$ cat src/hdl/mnd_pkg.sv
// shared constants and types of the masked normalized difference core
package mnd_pkg;

  localparam int SAMPLE_BITS_DEF = 16;
  localparam int FRAC_BITS_DEF   = 15;
  localparam int CLASS_COUNT_DEF = 12;
  localparam int CLASS_CODE_BITS = 8;

  // classes 0,1,3,6,8,9,10,11 excluded after reset
  localparam logic [63:0] MASK_RESET_VAL = 64'd3915;

  // entries of the queue between front and back, a power of two
  localparam int QUEUE_DEPTH = 4;

  typedef struct packed {
    logic no_data;
    logic neg;
    logic last;
  } cls_flags_t;

endpackage

$ cat src/hdl/mnd_if.sv
// channel interfaces: pixel input, index result and mask write
interface mnd_in_if import mnd_pkg::*; #(
  parameter int SAMPLE_BITS = SAMPLE_BITS_DEF
);
  logic                       valid;
  logic                       ready;
  logic [SAMPLE_BITS-1:0]     sample_a;
  logic [SAMPLE_BITS-1:0]     sample_b;
  logic [CLASS_CODE_BITS-1:0] scene_class;
  logic                       last_in;

  modport source (output valid, sample_a, sample_b, scene_class, last_in, input ready);
  modport sink   (input valid, sample_a, sample_b, scene_class, last_in, output ready);
endinterface

interface mnd_out_if import mnd_pkg::*; #(
  parameter int FRAC_BITS = FRAC_BITS_DEF
);
  logic                      valid;
  logic                      ready;
  logic signed [FRAC_BITS:0] index_value;
  logic                      no_data;
  logic                      last_out;

  modport source (output valid, index_value, no_data, last_out, input ready);
  modport sink   (input valid, index_value, no_data, last_out, output ready);
endinterface

interface mnd_cfg_if import mnd_pkg::*; #(
  parameter int CLASS_COUNT = CLASS_COUNT_DEF
);
  logic                   valid;
  logic                   ready;
  logic [CLASS_COUNT-1:0] data;

  modport source (output valid, data, input ready);
  modport sink   (input valid, data, output ready);
endinterface

$ cat src/hdl/mnd_front.sv
// front end: mask register, pixel classification, band sum and difference
module mnd_front import mnd_pkg::*; #(
  parameter int SAMPLE_BITS = SAMPLE_BITS_DEF,
  parameter int CLASS_COUNT = CLASS_COUNT_DEF,
  parameter int DATA_BITS   = $bits(cls_flags_t) + 2 * SAMPLE_BITS + 1
) (
  input  logic                 clk,
  input  logic                 rst_n,
  mnd_in_if.sink               in_ch,
  mnd_cfg_if.sink              cfg_ch,
  input  logic                 q_full,
  output logic                 q_push,
  output logic [DATA_BITS-1:0] q_data
);

  localparam logic [CLASS_COUNT-1:0] MaskReset = MASK_RESET_VAL[CLASS_COUNT-1:0];

  logic [CLASS_COUNT-1:0] excl_mask_r;
  logic [CLASS_COUNT-1:0] excl_shift;
  logic                   masked;
  logic [SAMPLE_BITS:0]   sum;
  logic [SAMPLE_BITS-1:0] mag;
  cls_flags_t             flags;

  assign cfg_ch.ready = 1'b1;

  always_ff @(posedge clk) begin
    if (!rst_n) begin
      excl_mask_r <= MaskReset;
    end else if (cfg_ch.valid) begin
      excl_mask_r <= cfg_ch.data;
    end
  end

  // codes past the class list are always masked
  assign excl_shift = excl_mask_r >> in_ch.scene_class;
  assign masked = (in_ch.scene_class >= CLASS_CODE_BITS'(CLASS_COUNT)) | excl_shift[0];

  assign sum = {1'b0, in_ch.sample_a} + {1'b0, in_ch.sample_b};

  always_comb begin
    flags.neg     = in_ch.sample_b > in_ch.sample_a;
    flags.no_data = masked | (sum == '0);
    flags.last    = in_ch.last_in;
    mag = flags.neg ? (in_ch.sample_b - in_ch.sample_a) : (in_ch.sample_a - in_ch.sample_b);
  end

  assign in_ch.ready = !q_full;
  assign q_push      = in_ch.valid && !q_full;
  assign q_data      = {flags, mag, sum};

endmodule

$ cat src/hdl/mnd_queue.sv
// small word queue between the classifier and the divider pipeline
module mnd_queue import mnd_pkg::*; #(
  parameter int DATA_BITS = 8
) (
  input  logic                 clk,
  input  logic                 rst_n,
  input  logic                 push,
  input  logic [DATA_BITS-1:0] push_data,
  output logic                 full,
  input  logic                 pop,
  output logic                 not_empty,
  output logic [DATA_BITS-1:0] pop_data
);

  localparam int PtrBits = $clog2(QUEUE_DEPTH);
  localparam int CntBits = $clog2(QUEUE_DEPTH + 1);

  logic [DATA_BITS-1:0] mem_r [QUEUE_DEPTH];
  logic [PtrBits-1:0]   wr_ptr_r;
  logic [PtrBits-1:0]   rd_ptr_r;
  logic [CntBits-1:0]   count_r;
  logic [CntBits-1:0]   count_nxt;

  assign full      = count_r == CntBits'(QUEUE_DEPTH);
  assign not_empty = count_r != '0;
  assign pop_data  = mem_r[rd_ptr_r];

  always_comb begin
    count_nxt = count_r;
    if (push && !pop) begin
      count_nxt = count_r + CntBits'(1);
    end else if (pop && !push) begin
      count_nxt = count_r - CntBits'(1);
    end
  end

  always_ff @(posedge clk) begin
    if (!rst_n) begin
      wr_ptr_r <= '0;
      rd_ptr_r <= '0;
      count_r  <= '0;
    end else begin
      if (push) begin
        wr_ptr_r <= wr_ptr_r + PtrBits'(1);
      end
      if (pop) begin
        rd_ptr_r <= rd_ptr_r + PtrBits'(1);
      end
      count_r <= count_nxt;
    end
  end

  always_ff @(posedge clk) begin
    if (push) begin
      mem_r[wr_ptr_r] <= push_data;
    end
  end

endmodule

$ cat src/hdl/mnd_back.sv
// back end: restoring divider, one quotient bit per stage, then sign and saturation
module mnd_back import mnd_pkg::*; #(
  parameter int SAMPLE_BITS = SAMPLE_BITS_DEF,
  parameter int FRAC_BITS   = FRAC_BITS_DEF,
  parameter int DATA_BITS   = $bits(cls_flags_t) + 2 * SAMPLE_BITS + 1
) (
  input  logic                 clk,
  input  logic                 rst_n,
  input  logic                 q_valid,
  input  logic [DATA_BITS-1:0] q_data,
  output logic                 q_pop,
  mnd_out_if.source            out_ch
);

  localparam logic [FRAC_BITS:0] IndexTop = {1'b0, {FRAC_BITS{1'b1}}};

  cls_flags_t             q_flags;
  logic [SAMPLE_BITS-1:0] q_mag;
  logic [SAMPLE_BITS:0]   q_sum;
  logic [SAMPLE_BITS:0]   mag0;
  logic                   ge0;
  logic [SAMPLE_BITS:0]   rem0;

  logic [FRAC_BITS:0]     vld_r;
  logic [SAMPLE_BITS:0]   rem_r   [FRAC_BITS+1];
  logic [SAMPLE_BITS:0]   sum_r   [FRAC_BITS+1];
  logic [FRAC_BITS:0]     quo_r   [FRAC_BITS+1];
  cls_flags_t             flags_r [FRAC_BITS+1];

  logic [SAMPLE_BITS+1:0] trial   [FRAC_BITS+1];
  logic [FRAC_BITS:0]     step_ge;
  logic [SAMPLE_BITS:0]   rem_nxt [FRAC_BITS+1];

  logic                   en;
  logic                   out_valid_r;
  logic [FRAC_BITS:0]     index_r;
  logic [FRAC_BITS:0]     index_nxt;
  logic                   no_data_r;
  logic                   last_r;

  assign {q_flags, q_mag, q_sum} = q_data;

  // the whole pipeline moves whenever the output register can take a word
  assign en    = !out_valid_r || out_ch.ready;
  assign q_pop = en && q_valid;

  // top quotient bit: set only when the magnitude equals the sum
  assign mag0 = {1'b0, q_mag};
  assign ge0  = mag0 >= q_sum;
  assign rem0 = ge0 ? (mag0 - q_sum) : mag0;

  always_comb begin
    trial[0]   = '0;
    step_ge[0] = 1'b0;
    rem_nxt[0] = '0;
    for (int k = 1; k <= FRAC_BITS; k++) begin
      trial[k]   = {rem_r[k-1], 1'b0};
      step_ge[k] = trial[k] >= {1'b0, sum_r[k-1]};
      rem_nxt[k] = step_ge[k] ? (SAMPLE_BITS+1)'(trial[k] - {1'b0, sum_r[k-1]})
                              : trial[k][SAMPLE_BITS:0];
    end
  end

  always_ff @(posedge clk) begin
    if (!rst_n) begin
      vld_r <= '0;
    end else if (en) begin
      vld_r <= {vld_r[FRAC_BITS-1:0], q_valid};
    end
  end

  always_ff @(posedge clk) begin
    if (en) begin
      rem_r[0]   <= rem0;
      sum_r[0]   <= q_sum;
      quo_r[0]   <= {{FRAC_BITS{1'b0}}, ge0};
      flags_r[0] <= q_flags;
      for (int k = 1; k <= FRAC_BITS; k++) begin
        rem_r[k]   <= rem_nxt[k];
        sum_r[k]   <= sum_r[k-1];
        quo_r[k]   <= {quo_r[k-1][FRAC_BITS-1:0], step_ge[k]};
        flags_r[k] <= flags_r[k-1];
      end
    end
  end

  // +1 saturates, -1 is representable
  always_comb begin
    if (flags_r[FRAC_BITS].no_data) begin
      index_nxt = '0;
    end else if (flags_r[FRAC_BITS].neg) begin
      index_nxt = ~quo_r[FRAC_BITS] + {{FRAC_BITS{1'b0}}, 1'b1};
    end else if (quo_r[FRAC_BITS][FRAC_BITS]) begin
      index_nxt = IndexTop;
    end else begin
      index_nxt = quo_r[FRAC_BITS];
    end
  end

  always_ff @(posedge clk) begin
    if (!rst_n) begin
      out_valid_r <= 1'b0;
    end else if (en) begin
      out_valid_r <= vld_r[FRAC_BITS];
    end
  end

  always_ff @(posedge clk) begin
    if (en) begin
      index_r   <= index_nxt;
      no_data_r <= flags_r[FRAC_BITS].no_data;
      last_r    <= flags_r[FRAC_BITS].last;
    end
  end

  assign out_ch.valid       = out_valid_r;
  assign out_ch.index_value = index_r;
  assign out_ch.no_data     = no_data_r;
  assign out_ch.last_out    = last_r;

endmodule

$ cat src/hdl/masked_normalized_difference_core.sv
// masked normalized difference core: (a-b)/(a+b) per pixel with class masking
//
// in_ch carries one pixel a word: two band samples, a scene class code and
// an end-of-image mark. out_ch returns one word per pixel in the same order:
// the index in signed Q1.FRAC_BITS rounded toward zero, a no-data flag and
// the end-of-image mark. cfg_ch writes the class exclusion mask and is
// always ready; the user must write it only while the core is idle, as the
// core does not enforce this. Throughput is one pixel per cycle while the
// receiver does not stall. A pixel passes the queue after the classifier,
// FRAC_BITS+1 divider stages that each settle one quotient bit with a
// compare and subtract, and the output register.
// When the receiver stalls, the divider pipeline holds and the four-word
// queue fills; in_ch.ready drops once the queue is full.
// Reset (synchronous, rst_n low) empties the queue and pipeline and loads
// the mask with its default, excluding classes 0,1,3,6,8,9,10 and 11.
module masked_normalized_difference_core import mnd_pkg::*; #(
  parameter int SAMPLE_BITS = SAMPLE_BITS_DEF,
  parameter int FRAC_BITS   = FRAC_BITS_DEF,
  parameter int CLASS_COUNT = CLASS_COUNT_DEF
) (
  input  logic      clk,
  input  logic      rst_n,
  mnd_in_if.sink    in_ch,
  mnd_out_if.source out_ch,
  mnd_cfg_if.sink   cfg_ch
);

  localparam int DataBits = $bits(cls_flags_t) + 2 * SAMPLE_BITS + 1;

  logic                q_full;
  logic                q_push;
  logic [DataBits-1:0] q_push_data;
  logic                q_pop;
  logic                q_not_empty;
  logic [DataBits-1:0] q_pop_data;

  mnd_front #(
    .SAMPLE_BITS (SAMPLE_BITS),
    .CLASS_COUNT (CLASS_COUNT),
    .DATA_BITS   (DataBits)
  ) u_front (
    .clk    (clk),
    .rst_n  (rst_n),
    .in_ch  (in_ch),
    .cfg_ch (cfg_ch),
    .q_full (q_full),
    .q_push (q_push),
    .q_data (q_push_data)
  );

  mnd_queue #(
    .DATA_BITS (DataBits)
  ) u_queue (
    .clk       (clk),
    .rst_n     (rst_n),
    .push      (q_push),
    .push_data (q_push_data),
    .full      (q_full),
    .pop       (q_pop),
    .not_empty (q_not_empty),
    .pop_data  (q_pop_data)
  );

  mnd_back #(
    .SAMPLE_BITS (SAMPLE_BITS),
    .FRAC_BITS   (FRAC_BITS),
    .DATA_BITS   (DataBits)
  ) u_back (
    .clk     (clk),
    .rst_n   (rst_n),
    .q_valid (q_not_empty),
    .q_data  (q_pop_data),
    .q_pop   (q_pop),
    .out_ch  (out_ch)
  );

endmodule

$ cat src/flat_wrapper.sv
// flat-port wrapper written by rule: the top's interface ports become plain ports
module masked_normalized_difference_core_flat import mnd_pkg::*;
#(
  parameter int SAMPLE_BITS = SAMPLE_BITS_DEF,
  parameter int FRAC_BITS   = FRAC_BITS_DEF,
  parameter int CLASS_COUNT = CLASS_COUNT_DEF
)
  (clk, rst_n, in_ch_valid, in_ch_sample_a, in_ch_sample_b, in_ch_scene_class, in_ch_last_in, in_ch_ready, out_ch_valid, out_ch_index_value, out_ch_no_data, out_ch_last_out, out_ch_ready, cfg_ch_valid, cfg_ch_data, cfg_ch_ready);
  mnd_in_if #(.SAMPLE_BITS(SAMPLE_BITS)) in_ch_i ();
  mnd_out_if #(.FRAC_BITS(FRAC_BITS)) out_ch_i ();
  mnd_cfg_if #(.CLASS_COUNT(CLASS_COUNT)) cfg_ch_i ();
  input  logic clk;
  input  logic rst_n;
  input wire logic [$bits(in_ch_i.valid)-1:0] in_ch_valid;
  input wire logic [$bits(in_ch_i.sample_a)-1:0] in_ch_sample_a;
  input wire logic [$bits(in_ch_i.sample_b)-1:0] in_ch_sample_b;
  input wire logic [$bits(in_ch_i.scene_class)-1:0] in_ch_scene_class;
  input wire logic [$bits(in_ch_i.last_in)-1:0] in_ch_last_in;
  output wire logic [$bits(in_ch_i.ready)-1:0] in_ch_ready;
  output wire logic [$bits(out_ch_i.valid)-1:0] out_ch_valid;
  output wire logic [$bits(out_ch_i.index_value)-1:0] out_ch_index_value;
  output wire logic [$bits(out_ch_i.no_data)-1:0] out_ch_no_data;
  output wire logic [$bits(out_ch_i.last_out)-1:0] out_ch_last_out;
  input wire logic [$bits(out_ch_i.ready)-1:0] out_ch_ready;
  input wire logic [$bits(cfg_ch_i.valid)-1:0] cfg_ch_valid;
  input wire logic [$bits(cfg_ch_i.data)-1:0] cfg_ch_data;
  output wire logic [$bits(cfg_ch_i.ready)-1:0] cfg_ch_ready;
  assign in_ch_i.valid = in_ch_valid;
  assign in_ch_i.sample_a = in_ch_sample_a;
  assign in_ch_i.sample_b = in_ch_sample_b;
  assign in_ch_i.scene_class = in_ch_scene_class;
  assign in_ch_i.last_in = in_ch_last_in;
  assign in_ch_ready = in_ch_i.ready;
  assign out_ch_valid = out_ch_i.valid;
  assign out_ch_index_value = out_ch_i.index_value;
  assign out_ch_no_data = out_ch_i.no_data;
  assign out_ch_last_out = out_ch_i.last_out;
  assign out_ch_i.ready = out_ch_ready;
  assign cfg_ch_i.valid = cfg_ch_valid;
  assign cfg_ch_i.data = cfg_ch_data;
  assign cfg_ch_ready = cfg_ch_i.ready;
  masked_normalized_difference_core #(.SAMPLE_BITS(SAMPLE_BITS), .FRAC_BITS(FRAC_BITS), .CLASS_COUNT(CLASS_COUNT)) u_core (.clk(clk), .rst_n(rst_n), .in_ch(in_ch_i), .out_ch(out_ch_i), .cfg_ch(cfg_ch_i));
endmodule
$ cat config.mk
export PLATFORM = sky130hd
export DESIGN_NAME = masked_normalized_difference_core_flat
export DESIGN_NICKNAME = d
export VERILOG_FILES = /design/src/hdl/mnd_pkg.sv /design/src/hdl/mnd_if.sv /design/src/hdl/mnd_front.sv /design/src/hdl/mnd_queue.sv /design/src/hdl/mnd_back.sv /design/src/hdl/masked_normalized_difference_core.sv /design/src/flat_wrapper.sv
export SDC_FILE = /design/constraint.sdc
export NUM_CORES = 1
export LEC_CHECK = 0
export ABC_AREA = 1
export BUFFER_PORTS_ARGS = -buffer_cell sky130_fd_sc_hd__clkbuf_2
export CAP_MARGIN = 5
export CORE_MARGIN = 1
export CORE_UTILIZATION = 30
export DETAILED_ROUTE_END_ITERATION = 8
export GPL_TIMING_DRIVEN = 0
export HOLD_SLACK_MARGIN = 0.06
export SYNTH_ARGS = -nofsm -noshare
export SYNTH_HDL_FRONTEND = slang
export SYNTH_HIERARCHICAL = 1
export SYNTH_SLANG_ARGS = --single-unit
$ cat constraint.sdc
create_clock -name clk -period 73.6 [get_ports clk]
set_input_delay 14.72 -clock clk [delete_from_list [all_inputs] [get_ports clk]]
set_output_delay 14.72 -clock clk [all_outputs]
set_load 0.02 [all_outputs]
==> results.yml <==
sta:
  finalSetupViolCount: 0
  fin_worst_skew_ps: 81.6
  timing.slew.headroom: 0.384
  worst_pin_slew_ps: 922
  timing.fmax_mhz: 58.8
  final.period_utilization: 0.231
  rsz0062_at_grt: "false"
  drv_slew: 0
  finalWorstPathRequiredPeriod_ps: 17010
  fin_tns_setup_ps: 0
  whs_ps: 384
  hold_violations: 0
synth:
  yosysUniqueCellTypes: 59
  synth_seq_area_share: 0.503
  yosys.area_share.simple: 0.257
  ys.warnings.count: 6
  synth-compound-area-share: 0.0426
  synthMuxAreaShare: 0
  synth.cell_area_um2: 52700
  syn-num-nets: 6615
  yosys.area_share.adder: 0.0840
  ys_top_cells_by_area: "sky130_fd_sc_hd__edfxtp_1 49%, sky130_fd_sc_hd__nand2_1 16%, sky130_fd_sc_hd__inv_1 7.9%"
  largest_family_of_logic_cells_by_synthesized_area: "simple AND/OR/NAND/NOR gates"
  synth_largest_area_cell: "sky130_fd_sc_hd__edfxtp_1"
  synth_enable_flop_cells: 856
  synth.ff_latch_count: 894
  ys_dominant_reg_cell: "sky130_fd_sc_hd__edfxtp_1"
  asyncSetResetFlopFracSynth: 0
  syn_avg_cell_area_um2: 8.47
  synth_top_cell_area_share: 0.488
  netlist_instances: 6215
  synth_xor_xnor_area_share: 0.0191
grt:
  gr-total-overflow: 0
  grt.total_usage: 0.141
  antenna_found_initial: 0
  grt_pass1_wl_um: 202000
  vias_in_the_first_global_route: 38013
  pin_count_of_the_biggest_net_entering_global_routing: 45
worst_setup_path:
  crit_path_frequent_cell: "sky130_fd_sc_hd__buf_12"
  endpoint_class_of_the_critical_path: "flop"
  crit_type: "in2reg"
  crit_path_start_kind: "input port"
  crit_family: "buffers and inverters"
  cp.buffers_inverters: 10
  worst-r2r-cell-count: 11
  critical_path_required_ps: 73990
  crit_path_top_delay_cell: "sky130_fd_sc_hd__buf_2"
  reg2reg_from: "u_core/u_back/out_ch.valid"
  largest_driver_fanout_on_the_critical_path: 39
  timing.reg2reg.setup_slack_ps: 70320
  cp_cell_sequence: "clkbuf_2 > nor2_1 > clkinv_1 > buf_2 > buf_12 > buf_12 > buf_12 > buf_12 > buf_12 > buf_12 > buf_12"
  arrival_ps: 17400
  rr_endpoint: "u_core/u_back/rem_r[0][62]"
  cp_slowest_stage_delay_ps: 420
die:
  core_region_area_um2: 174000
  initial_utilization: 0.303
  core.rowCount: 153
  dieArea_um2: 177000
  ios: 79
  die_width_um: 421
  dieHeight_um: 421
cts:
  clock_tree.buffer_depth: 3
  post_cts_setup_inserts: 0
  clock_tree.root_cell: "sky130_fd_sc_hd__clkbuf_16"
  ctsHoldBuffers: 0
  cts_tree: "built"
  worst_setup_hold_path_clk_slew_ps: 60
  clkSinkCount: 894
  total_clock_buffers_created_by_cts: 102
  cts-htree-levels: 3
  post_cts_resized: 0
  clk-insertion-delay-late_ps: 750
worst_hold_path:
  holdCritPathClass: "reg2reg"
  worstHoldStart: "u_core/u_back/quo_r[0][96]"
  min_to: "u_core/u_back/quo_r[0][113]"
  worst_hold_path.num_cells: 0
job:
  max-cap-violations: 0
drt:
  remaining_drc_errors: 0
  avgViaCountPerCell: 4.43
  routed_vias: 39087
  postRouteAntennaNets: 0
  drt_iter0_drc: 2520
  totalWireLength_um: 127000
  first_pass_iters: 6
  wire_per_inst_um: 14.4
final_layout:
  n_antenna_cell: 0
  area_growth_syn_to_layout_pct: 13.9
  number_of_nets_at_the_end_of_the_flow: 6818
  drive_above_1_share: 0.0759
status:
  outcome: "finished clean"
placement:
  port_buffers: 76
  gp_congestion: 0.876
  place.detailed.hpwl_um: 98300
[through the flow]
stage,cells,cell area [µm²],util,worst slack (ps)
2_1_floorplan,6215,52700,-,38030
3_3_place_gp,8616,55900,0.321,29800
3_5_place_dp,8639,56400,0.324,55800
4_1_cts,8831,60000,0.345,56580
5_1_grt,8831,60000,0.345,56340
6_report,8831,60000,0.345,56590
[layout by cell type, fill, tap and decap left out, drive strengths merged, types with 5 or more instances in the layout]
cell type / Yosys / routed
a31oi: 8 / 8
clkinv: 4 / 45
o211ai: 5 / 5
or2: 57 / 57
edfxtp: 856 / 856
ha: 323 / 323
o21ai: 156 / 156
nor3: 63 / 63
bufinv: 0 / 15
xnor2: 32 / 32
nand3b: 83 / 83
nand3: 313 / 313
dfxtp: 38 / 38
xor2: 83 / 83
o22ai: 36 / 36
nor2: 433 / 433
clkinvlp: 0 / 8
and2: 6 / 6
a21oi: 184 / 184
nand2: 2239 / 2239
o21bai: 8 / 8
fa: 19 / 19
inv: 1137 / 1138
nand4: 32 / 32
clkbuf: 7 / 210
buf: 72 / 95
[cell usage after synthesis (all sizes together), types with 5 or more instances]
master	n
or2	57
nand2	2239
o21bai	8
nor2	433
nor3	63
ha	323
and2	6
o21ai	156
o22ai	36
a31oi	8
a21oi	184
dfxtp	38
nand4	32
edfxtp	856
buf	72
nand3	313
xnor2	32
xor2	83
o211ai	5
inv	1137
nand3b	83
clkbuf	7
fa	19
[worst max path at each step]
stage                                                     end  slack [ps]    startpoint  cells past startpoint
after floorplan                   u_core/u_back/flags_r[0][0]       38030  out_ch_ready                      3
after global placement    u_core/u_back/out_ch.index_value[1]       29800  out_ch_ready                      4
after detailed placement           u_core/u_back/quo_r[0][67]       55800  out_ch_ready                     11
after CTS                          u_core/u_back/rem_r[0][62]       56580  out_ch_ready                     11
after global routing               u_core/u_back/rem_r[0][62]       56340  out_ch_ready                     11
final                              u_core/u_back/rem_r[0][62]       56590  out_ch_ready                     11
[layer usage]
layer / vias up / global-route usage / wire length, µm
met5: - / 0 / 0
met4: 0 / 0.0460 / 3600
met3: 207 / 0.0193 / 4880
met2: 709 / 0.255 / 63400
met1: 17935 / 0.172 / 54800
li1: 20236 / - / -
[layout make-up]
| class | instances | area, µm² |
|---|---|---|
| flip-flops and latches | 894 | 26500 |
| fillers | 17747 | 114000 |
| plain buffers | 79 | 681 |
| clock inverters | 65 | 868 |
| repair buffers | 99 | 841 |
| inverters | 1141 | 4320 |
| multi-input cells | 4101 | 21200 |
| well taps | 2325 | 2910 |
| clock buffers | 127 | 2700 |
[worst reg2reg max path, delay by kind of cell, from the launching register on]
kind,cells,cell delay (ps)
flip-flops,1,310
buffers and inverters,10,2520
AND/OR/NAND/NOR,1,100
[cells by family (layout without fill, tap and decap cells)]
group / count (synthesis) / in the layout
DFF: 894 / 894
buffers and inverters: 1220 / 1511
and+or+nand+nor: 3230 / 3230
other: 1 / 1
xor gates and xnor gates: 115 / 115
AOI/OAI and AO/OA: 413 / 413
adders and majority gates: 342 / 342
[flip-flops by register name (all words and copies together), names as in the netlist, named ones only]
name	flops
u_core/u_back/flags_r	48
u_core/u_back/out_ch.index_value	16
u_core/u_back/out_ch.last_out	1
u_core/u_back/out_ch.no_data	1
u_core/u_back/out_ch.valid	1
u_core/u_back/quo_r	136
u_core/u_back/rem_r	255
u_core/u_back/sum_r	255
u_core/u_back/vld_r	16
u_core/u_front/excl_mask_r	12
u_core/u_queue/count_r	3
u_core/u_queue/mem_r	144
u_core/u_queue/rd_ptr_r	2
u_core/u_queue/wr_ptr_r	2
Power is not shown: default switching activity piles up to over one toggle a cycle in this logic, so the estimate is an artifact.
